<file path="src/slps_pkg.sv">
// ----------------------------------------------------------------------------
// slps_pkg - shared definitions for the status LED pattern sequencer
// Mode and register codes, pattern timing constants and the sweep table.
// ----------------------------------------------------------------------------
package slps_pkg;

    localparam int COLOR_W   = 3;
    localparam int MODE_W    = 4;
    localparam int TICK_W    = 16;
    localparam int RUN_W     = 17;
    localparam int STEP_W    = 5;
    localparam int CFG_IDX_W = 3;
    localparam int CFG_DAT_W = 16;

    // register indices on the configuration port
    localparam logic [CFG_IDX_W-1:0] REG_MODE           = 3'd0;
    localparam logic [CFG_IDX_W-1:0] REG_MANUAL_COLOR   = 3'd1;
    localparam logic [CFG_IDX_W-1:0] REG_HALF_PERIOD    = 3'd2;
    localparam logic [CFG_IDX_W-1:0] REG_STEADY         = 3'd3;
    localparam logic [CFG_IDX_W-1:0] REG_REPEAT_COUNT   = 3'd4;
    localparam logic [CFG_IDX_W-1:0] REG_REPEAT_FOREVER = 3'd5;

    // modes
    localparam logic [MODE_W-1:0] MODE_MANUAL     = 4'd0;
    localparam logic [MODE_W-1:0] MODE_OPENING    = 4'd1;
    localparam logic [MODE_W-1:0] MODE_AUTONOMOUS = 4'd2;
    localparam logic [MODE_W-1:0] MODE_TELEOP     = 4'd3;
    localparam logic [MODE_W-1:0] MODE_WANDER     = 4'd4;
    localparam logic [MODE_W-1:0] MODE_LOW_BATT   = 4'd5;
    localparam logic [MODE_W-1:0] MODE_CHARGING   = 4'd6;
    localparam logic [MODE_W-1:0] MODE_CHARGED    = 4'd7;
    localparam logic [MODE_W-1:0] MODE_ERROR      = 4'd8;

    // colours
    localparam logic [COLOR_W-1:0] COL_OFF       = 3'd0;
    localparam logic [COLOR_W-1:0] COL_RED       = 3'd1;
    localparam logic [COLOR_W-1:0] COL_GREEN     = 3'd2;
    localparam logic [COLOR_W-1:0] COL_YELLOW    = 3'd3;
    localparam logic [COLOR_W-1:0] COL_BLUE      = 3'd4;
    localparam logic [COLOR_W-1:0] COL_TURQUOISE = 3'd6;

    // timing in 10 ms ticks
    localparam logic [TICK_W-1:0] TICKS_STROBE     = 16'd5;
    localparam logic [TICK_W-1:0] TICKS_GAP_AUTO   = 16'd20;
    localparam logic [TICK_W-1:0] TICKS_GAP_FLIP   = 16'd50;
    localparam logic [TICK_W-1:0] TICKS_SWEEP      = 16'd50;
    localparam logic [TICK_W-1:0] TICKS_SLOW_HALF  = 16'd50;
    localparam logic [TICK_W-1:0] TICKS_STEADY_RUN = 16'd10;
    localparam logic [TICK_W-1:0] TICKS_ONE        = 16'd1;
    localparam logic [RUN_W-1:0]  RUN_TICKS_MAX    = 17'h1FFFF;

    localparam logic [STEP_W-1:0] STEPS_SWEEP  = 5'd14;
    localparam logic [STEP_W-1:0] STEPS_AUTO   = 5'd16;
    localparam logic [STEP_W-1:0] STEPS_STROBE = 5'd14;
    localparam logic [STEP_W-1:0] STEPS_FLASH  = 5'd2;
    localparam logic [STEP_W-1:0] STEPS_ONE    = 5'd1;
    localparam logic [STEP_W-1:0] STEP_AUTO_A  = 5'd7;
    localparam logic [STEP_W-1:0] STEP_AUTO_B  = 5'd15;
    localparam logic [STEP_W-1:0] STEP_FLIP    = 5'd13;
    localparam logic [STEP_W-1:0] STEP_AUTO_SW = 5'd8;

    // opening sweep, indexed by the low four bits of the step index
    localparam logic [COLOR_W-1:0] SWEEP_COLORS [16] = '{
        3'd1, 3'd2, 3'd3, 3'd4, 3'd5, 3'd6, 3'd7, 3'd6,
        3'd5, 3'd4, 3'd3, 3'd2, 3'd1, 3'd0, 3'd1, 3'd2
    };

    typedef struct packed {
        logic [COLOR_W-1:0] color;
        logic [TICK_W-1:0]  len;
        logic [STEP_W-1:0]  count;
        logic [RUN_W-1:0]   pad_target;
    } pattern_t;

endpackage

</file>
<file path="src/status_led_pattern_sequencer_unit.sv">
// ----------------------------------------------------------------------------
// status_led_pattern_sequencer_unit - RGB status LED pattern sequencer
// The result beat is registered and appears in the cycle after its tick beat is accepted.
// Throughput: one tick beat per cycle while the result side is ready; the output register frees as it drains.
// The per-tick update is one pass of logic between the state and output regs.
// Reset: synchronous, active low; state, config and valid registers return to their defaults, LED off.
// ----------------------------------------------------------------------------
// Stream sequencer: one input beat per 10 ms tick, one LED result beat each.
// ----------------------------------------------------------------------------
module status_led_pattern_sequencer_unit (
    input  logic                            aclk,
    input  logic                            aresetn,
    input  logic                            s_tvalid,
    output logic                            s_tready,
    input  logic [7:0]                      s_tdata,   // [0] restart
    output logic                            m_tvalid,
    input  logic                            m_tready,
    output logic [7:0]                      m_tdata,   // [0] red [1] green [2] blue
                                                       // [3] active [4] run_done
    input  logic                            cfg_valid,
    output logic                            cfg_ready,
    input  logic [slps_pkg::CFG_IDX_W-1:0]  cfg_index,
    input  logic [slps_pkg::CFG_DAT_W-1:0]  cfg_data
);

    logic [slps_pkg::MODE_W-1:0]  mode_reg;
    logic [slps_pkg::COLOR_W-1:0] manual_color_reg;
    logic [slps_pkg::TICK_W-1:0]  half_period_reg;
    logic                         steady_reg;
    logic [slps_pkg::TICK_W-1:0]  repeat_count_reg;
    logic                         repeat_forever_reg;

    logic [slps_pkg::TICK_W-1:0]  runs_left_reg, runs_left_next;
    logic [slps_pkg::STEP_W-1:0]  step_index_reg, step_index_next;
    logic [slps_pkg::TICK_W-1:0]  step_ticks_reg, step_ticks_next;
    logic [slps_pkg::RUN_W-1:0]   run_ticks_reg, run_ticks_next;
    logic                         padding_reg, padding_next;
    logic [slps_pkg::COLOR_W-1:0] shown_color_reg, shown_color_next;

    logic                         out_valid_reg;
    logic [4:0]                   out_data_reg;

    logic                         s_accept;
    logic                         restart;
    logic                         active;
    logic                         done;
    logic                         finished;
    logic [slps_pkg::TICK_W-1:0]  half_eff;
    logic [slps_pkg::STEP_W-1:0]  step_index_cur;
    slps_pkg::pattern_t           pat;

    assign cfg_ready = 1'b1;
    assign s_tready  = !out_valid_reg || m_tready;
    assign s_accept  = s_tvalid && s_tready;
    assign restart   = s_tdata[0];
    assign half_eff  = (half_period_reg == '0) ? slps_pkg::TICKS_ONE : half_period_reg;
    assign step_index_cur = restart ? '0 : step_index_reg;

    assign m_tvalid = out_valid_reg;
    assign m_tdata  = {3'b000, out_data_reg};

    slps_pattern u_pattern (
        .mode         (mode_reg),
        .manual_color (manual_color_reg),
        .half_eff     (half_eff),
        .steady       (steady_reg),
        .step_index   (step_index_cur),
        .pat          (pat)
    );

    always_comb begin
        runs_left_next   = restart ? repeat_count_reg : runs_left_reg;
        step_index_next  = step_index_cur;
        step_ticks_next  = restart ? '0 : step_ticks_reg;
        run_ticks_next   = restart ? '0 : run_ticks_reg;
        padding_next     = restart ? 1'b0 : padding_reg;
        shown_color_next = shown_color_reg;
        done             = 1'b0;
        finished         = 1'b0;
        active           = repeat_forever_reg || (runs_left_next != '0);

        if (!active) begin
            step_index_next  = '0;
            step_ticks_next  = '0;
            run_ticks_next   = '0;
            padding_next     = 1'b0;
            shown_color_next = slps_pkg::COL_OFF;
        end else begin
            if (run_ticks_next < slps_pkg::RUN_TICKS_MAX)
                run_ticks_next = run_ticks_next + 1'b1;
            if (!padding_next) begin
                if (step_index_next < pat.count) begin
                    shown_color_next = pat.color;
                    step_ticks_next  = step_ticks_next + 1'b1;
                    if (step_ticks_next >= pat.len) begin
                        step_ticks_next = '0;
                        step_index_next = step_index_next + 1'b1;
                    end
                    finished = (step_index_next >= pat.count);
                end else begin
                    finished = 1'b1;
                end
                if (finished) begin
                    if (run_ticks_next >= pat.pad_target)
                        done = 1'b1;
                    else
                        padding_next = 1'b1;
                end
            end else if (run_ticks_next >= pat.pad_target) begin
                done = 1'b1;
            end
            if (done) begin
                if (!repeat_forever_reg && runs_left_next != '0)
                    runs_left_next = runs_left_next - 1'b1;
                step_index_next = '0;
                step_ticks_next = '0;
                run_ticks_next  = '0;
                padding_next    = 1'b0;
            end
        end
    end

    // configuration registers
    always_ff @(posedge aclk) begin
        if (!aresetn) begin
            mode_reg           <= slps_pkg::MODE_MANUAL;
            manual_color_reg   <= slps_pkg::COL_OFF;
            half_period_reg    <= 16'd5;
            steady_reg         <= 1'b0;
            repeat_count_reg   <= '0;
            repeat_forever_reg <= 1'b0;
        end else if (cfg_valid) begin
            unique case (cfg_index)
                slps_pkg::REG_MODE:           mode_reg <= cfg_data[slps_pkg::MODE_W-1:0];
                slps_pkg::REG_MANUAL_COLOR:   manual_color_reg <= cfg_data[slps_pkg::COLOR_W-1:0];
                slps_pkg::REG_HALF_PERIOD:    half_period_reg <= cfg_data;
                slps_pkg::REG_STEADY:         steady_reg <= cfg_data[0];
                slps_pkg::REG_REPEAT_COUNT:   repeat_count_reg <= cfg_data;
                slps_pkg::REG_REPEAT_FOREVER: repeat_forever_reg <= cfg_data[0];
                default: ;
            endcase
        end
    end

    // sequencer state
    always_ff @(posedge aclk) begin
        if (!aresetn) begin
            runs_left_reg   <= '0;
            step_index_reg  <= '0;
            step_ticks_reg  <= '0;
            run_ticks_reg   <= '0;
            padding_reg     <= 1'b0;
            shown_color_reg <= slps_pkg::COL_OFF;
        end else if (s_accept) begin
            runs_left_reg   <= runs_left_next;
            step_index_reg  <= step_index_next;
            step_ticks_reg  <= step_ticks_next;
            run_ticks_reg   <= run_ticks_next;
            padding_reg     <= padding_next;
            shown_color_reg <= shown_color_next;
        end
    end

    // output register
    always_ff @(posedge aclk) begin
        if (!aresetn) begin
            out_valid_reg <= 1'b0;
        end else if (s_accept) begin
            out_valid_reg <= 1'b1;
        end else if (m_tready) begin
            out_valid_reg <= 1'b0;
        end
    end

    always_ff @(posedge aclk) begin
        if (s_accept) begin
            out_data_reg <= {done, active, shown_color_next};
        end
    end

    property p_done_needs_active;
        @(posedge aclk) disable iff (!aresetn)
            m_tvalid && m_tdata[4] |-> m_tdata[3];
    endproperty
    a_done_needs_active: assert property (p_done_needs_active)
        else $error("run_done without active");

    property p_idle_led_off;
        @(posedge aclk) disable iff (!aresetn)
            m_tvalid && !m_tdata[3] |-> (m_tdata[2:0] == slps_pkg::COL_OFF);
    endproperty
    a_idle_led_off: assert property (p_idle_led_off)
        else $error("LED lit while inactive");

    property p_step_bound;
        @(posedge aclk) disable iff (!aresetn)
            step_index_reg <= slps_pkg::STEPS_AUTO;
    endproperty
    a_step_bound: assert property (p_step_bound)
        else $error("step index beyond longest pattern");

    property p_done_clears;
        @(posedge aclk) disable iff (!aresetn)
            s_accept && done |=> (step_index_reg == '0) && !padding_reg &&
                                 (run_ticks_reg == '0);
    endproperty
    a_done_clears: assert property (p_done_clears)
        else $error("run state not cleared at end of run");

    property p_hold_stalled;
        @(posedge aclk) disable iff (!aresetn)
            m_tvalid && !m_tready |=> m_tvalid && $stable(m_tdata) &&
                                     $stable(runs_left_reg);
    endproperty
    a_hold_stalled: assert property (p_hold_stalled)
        else $error("state moved while result stalled");

endmodule

</file>
<file path="src/slps_pattern.sv">
// ----------------------------------------------------------------------------
// slps_pattern - pattern step lookup
// Colour and length of the current step, step count and run pad target.
// ----------------------------------------------------------------------------
module slps_pattern (
    input  logic [slps_pkg::MODE_W-1:0]  mode,
    input  logic [slps_pkg::COLOR_W-1:0] manual_color,
    input  logic [slps_pkg::TICK_W-1:0]  half_eff,
    input  logic                         steady,
    input  logic [slps_pkg::STEP_W-1:0]  step_index,
    output slps_pkg::pattern_t           pat
);

    always_comb begin
        pat.color      = slps_pkg::COL_OFF;
        pat.len        = slps_pkg::TICKS_ONE;
        pat.count      = slps_pkg::STEPS_ONE;
        pat.pad_target = {half_eff, 1'b0};
        unique case (mode)
            slps_pkg::MODE_MANUAL: begin
                if (steady) begin
                    pat.color = manual_color;
                    pat.len   = slps_pkg::TICKS_STEADY_RUN;
                    pat.count = slps_pkg::STEPS_ONE;
                end else begin
                    pat.color = (step_index == '0) ? manual_color : slps_pkg::COL_OFF;
                    pat.len   = half_eff;
                    pat.count = slps_pkg::STEPS_FLASH;
                end
            end
            slps_pkg::MODE_OPENING: begin
                pat.color = slps_pkg::SWEEP_COLORS[step_index[3:0]];
                pat.len   = slps_pkg::TICKS_SWEEP;
                pat.count = slps_pkg::STEPS_SWEEP;
            end
            slps_pkg::MODE_AUTONOMOUS: begin
                if (step_index[0])
                    pat.color = slps_pkg::COL_OFF;
                else if (step_index < slps_pkg::STEP_AUTO_SW)
                    pat.color = slps_pkg::COL_RED;
                else
                    pat.color = slps_pkg::COL_BLUE;
                pat.len = (step_index == slps_pkg::STEP_AUTO_A ||
                           step_index == slps_pkg::STEP_AUTO_B)
                          ? slps_pkg::TICKS_STROBE + slps_pkg::TICKS_GAP_AUTO
                          : slps_pkg::TICKS_STROBE;
                pat.count = slps_pkg::STEPS_AUTO;
            end
            slps_pkg::MODE_TELEOP, slps_pkg::MODE_WANDER: begin
                if (step_index[0])
                    pat.color = slps_pkg::COL_OFF;
                else if (mode == slps_pkg::MODE_TELEOP)
                    pat.color = slps_pkg::COL_BLUE;
                else
                    pat.color = slps_pkg::COL_TURQUOISE;
                pat.len = (step_index == slps_pkg::STEP_FLIP)
                          ? slps_pkg::TICKS_STROBE + slps_pkg::TICKS_GAP_FLIP
                          : slps_pkg::TICKS_STROBE;
                pat.count = slps_pkg::STEPS_STROBE;
            end
            slps_pkg::MODE_LOW_BATT, slps_pkg::MODE_CHARGING, slps_pkg::MODE_ERROR: begin
                if (step_index != '0)
                    pat.color = slps_pkg::COL_OFF;
                else if (mode == slps_pkg::MODE_LOW_BATT)
                    pat.color = slps_pkg::COL_YELLOW;
                else if (mode == slps_pkg::MODE_CHARGING)
                    pat.color = slps_pkg::COL_GREEN;
                else
                    pat.color = slps_pkg::COL_RED;
                pat.len   = slps_pkg::TICKS_SLOW_HALF;
                pat.count = slps_pkg::STEPS_FLASH;
            end
            slps_pkg::MODE_CHARGED: begin
                pat.color = slps_pkg::COL_GREEN;
                pat.len   = slps_pkg::TICKS_ONE;
                pat.count = slps_pkg::STEPS_ONE;
            end
            default: begin
                pat.color = slps_pkg::COL_OFF;
                pat.len   = slps_pkg::TICKS_ONE;
                pat.count = slps_pkg::STEPS_ONE;
            end
        endcase
        if (mode == slps_pkg::MODE_TELEOP || mode == slps_pkg::MODE_WANDER || steady)
            pat.pad_target = '0;
    end

endmodule

</file>
<file path="config.mk">
export PLATFORM = sky130hd
export DESIGN_NAME = status_led_pattern_sequencer_unit
export DESIGN_NICKNAME = d
export VERILOG_FILES = /design/src/slps_pkg.sv /design/src/status_led_pattern_sequencer_unit.sv /design/src/slps_pattern.sv
export SDC_FILE = /design/constraint.sdc
export NUM_CORES = 1
export LEC_CHECK = 0
export ABC_AREA = 1
export BUFFER_PORTS_ARGS = -buffer_cell sky130_fd_sc_hd__buf_2
export CORE_MARGIN = 4
export CORE_UTILIZATION = 35
export CTS_CLUSTER_SIZE = 28
export DETAILED_ROUTE_END_ITERATION = 8
export SKIP_LAST_GASP = 1
export SLEW_MARGIN = 15
export SYNTH_ARGS = -nofsm -noshare
export SYNTH_HDL_FRONTEND = slang
export SYNTH_SLANG_ARGS = --single-unit
</file>
<file path="constraint.sdc">
create_clock -name aclk -period 7.4 [get_ports aclk]
set_input_delay 0.74 -clock aclk [delete_from_list [all_inputs] [get_ports aclk]]
set_output_delay 0.74 -clock aclk [all_outputs]
set_load 0.005 [all_outputs]
</file>
==> metrics.csv <==
metric;value;unit
vias per cell;4.84;
layout filler cell count;2593;
count leader, synth;nand2_1;
worst-path maximum fanout;23;
fin nets;1394;
Layout area overhead;6.94;%
ranking of synthesized cells by area;dfxtp_1, nand2_1, nor2_1;
static leakage power;3.96;nW
sequential area share after synthesis;0.263;
H-tree Lvls;3;
multi-input logic area;5110;um^2
layout cells sized above 1;0.0820;
Sequential cell area;2150;um^2
Slew headroom;0.296;
Setup Skew;13.8;ps
setup tns final;0;ps
core footprint;22800;um^2
Yosys Warn Count;0;
Gates resized, CTS repair;0;
Antenna Nets Post-Route;0;
io pins;43;
Post-Synth Adder-Cell Area;0.0765;
Power Total;1.51;mW
Post-Synth Simple-Gate Area;0.373;
worst path arrival time;6210;ps
Routed WL;21.9;mm
Port Buffer Count;31;
post-place setup slack;1150;ps
register bit total from synthesis;105;
Clock Tree Buf Depth;2;
DP Wirelength;16.0;mm
via count;7895;
synthesized area;8180;um^2
Tcrit/Tclk final;0.800;
Critical Path Source;s_tdata[0];
CTS tree;built;
unrepaired setup endpoints after global routing;false;
Synth Area in Compound Gates;0.132;
largest net degree at the start of global routing;57;
worst endpoint required time;7690;ps
HP Class;register to register;
final worst-path setup slack;1480;ps
maximum VDD drop;0.000114;V
grt total ovfl;0;
hold buffer count at CTS;0;
status;complete, no violations;
main combinational cell family by area after synthesis;simple AND/OR/NAND/NOR gates;
GPL Wtd Cong;0.885;
WHS;467;ps
die area;25900;um^2
die extent in x;161;um
Syn Inst Count;1315;
Post-CTS Setup Inserts;0;
fin util;0.383;
CTS clock-pin slew for the worst setup and hold paths;80;ps
Synth top area share;0.245;
CTS sink cnt;105;
reg2reg start;mode_reg[1];
Hold Fails Final Rpt;0;
# rows;55;
GRT Total Usage;0.169;
max reg flops;17;
largest area contributor in the netlist;dfxtp_1;
fmax;169;MHz
# setup viols final;0;
hold path startpoint;run_ticks_reg[1];
critical path startpoint category;primary input;
syn_area_per_cell;6.22;um^2
WS Path Type;primary input to register;
crit-path max cell delay;680;ps
Tmin final;5920;ps
DRT iter0 DRCs;459;
number of flops mapped to enable cells by yosys;5;
Pwr Density;172;nW/um^2
mux cell area share after synthesis;0;
most frequently used flop master after synthesis;dfxtp_1;
first-pass GRT wire length;36.3;mm
CTS Buf Count;9;
clk_lat worst skew;370;ps
Initial Util;0.358;
initial antenna violation count;1;
CP max stage cell;a21oi_4;
Crit path top cell by count;nand2_1;
ys async rst share;0;
Slew Viols, Final;0;
drt pass-1 iters;5;
DRC Markers;0;
number of global-route vias before repair;7138;
unique cell type count in the Yosys netlist;48;
drt wl/cell;13.4;um
n_diodes;0;
Slew @ Worst Pin;1050;ps
max cap viols;0;
CTS root buf;clkbuf_16;
post-synthesis xor/xnor area fraction;0.0417;
Die Ht;161;um
Synth top cells by count;nand2_1, nor2_1, inv_1;
crit end category;register;
## cell usage in the layout, fill, tap and decap left out, types with 5 or more instances in the layout
cell type  instances
xor2_1            25
nor3_1             9
inv_1            152
nand2_1          343
buf_2             31
inv_2              5
edfxtp_1           5
nor3_2             5
nor2_2            13
o21ai_1           22
nor2_4             9
dfxtp_1          100
nor2_1           216
nand3_1           62
a21oi_1           88
xnor2_1           14
ha_1              50
clkbuf_16          9
nor4_1             6
o21ai_0           77
nand4_1           15
nand2_2            8
## cell type report
type | count | area share
Clock buffer | 9 | 0.0257
Clock inverter | 7 | 0.00829
Inverter | 161 | 0.0696
Multi-Input combinational cell | 1000 | 0.585
Sequential cell | 105 | 0.246
Tap cell | 313 | 0.0448
Timing Repair Buffer | 35 | 0.0212
## per-layer routing
metal  routed length [um]  up-vias  global-route usage  part of all wire
met3                 1050       23              0.0275             0.048
met1                10600     3547               0.231              0.48
met5                   13        -                   0           0.00059
met4                  357        2              0.0430             0.016
met2                 9940      156               0.280              0.45
li1                     -     4167                   -                 -
## per-stage QoR
step | area, um^2 | std cells
after CTS | 8750 | 1630
final | 8750 | 1630
after global placement | 8450 | 1614
after global routing | 8750 | 1630
after floorplan | 8190 | 1317
after detailed placement | 8450 | 1614
## critical path: cells and delay by family
family                   cells  cell delay, ps
AO/OA/AOI/OAI                6            1600
XOR/XNOR                     1             170
adder cells (fa/ha/maj)      4            1090
buffers and inverters        4             740
AND/OR/NAND/NOR             14            1840
## worst paths after layout
path                                         end  slack (ps)  cells after the start
worst min register to register  run_ticks_reg[1]         470                      2
worst max register to register  run_ticks_reg[1]        1670                     28
worst min-delay path            run_ticks_reg[1]         470                      2
worst max-delay path            run_ticks_reg[1]        1480                     29
## power by group
part	leakage, nW	switching, mW	internal (mW)
logic	2.95	0.277	0.121
clock network	0.149	0.257	0.240
registers	0.862	0.0150	0.596
## kinds of logic (layout without fill, tap and decap cells)
family,count (synthesis),count (layout)
AO/OA/AOI/OAI,205,205
XOR/XNOR,39,39
adder cells (fa/ha/maj),50,50
buffers and inverters,212,212
flip-flops,105,105
other,2,4
AND/OR/NAND/NOR,702,702
Power figures use the tool's default switching activity.
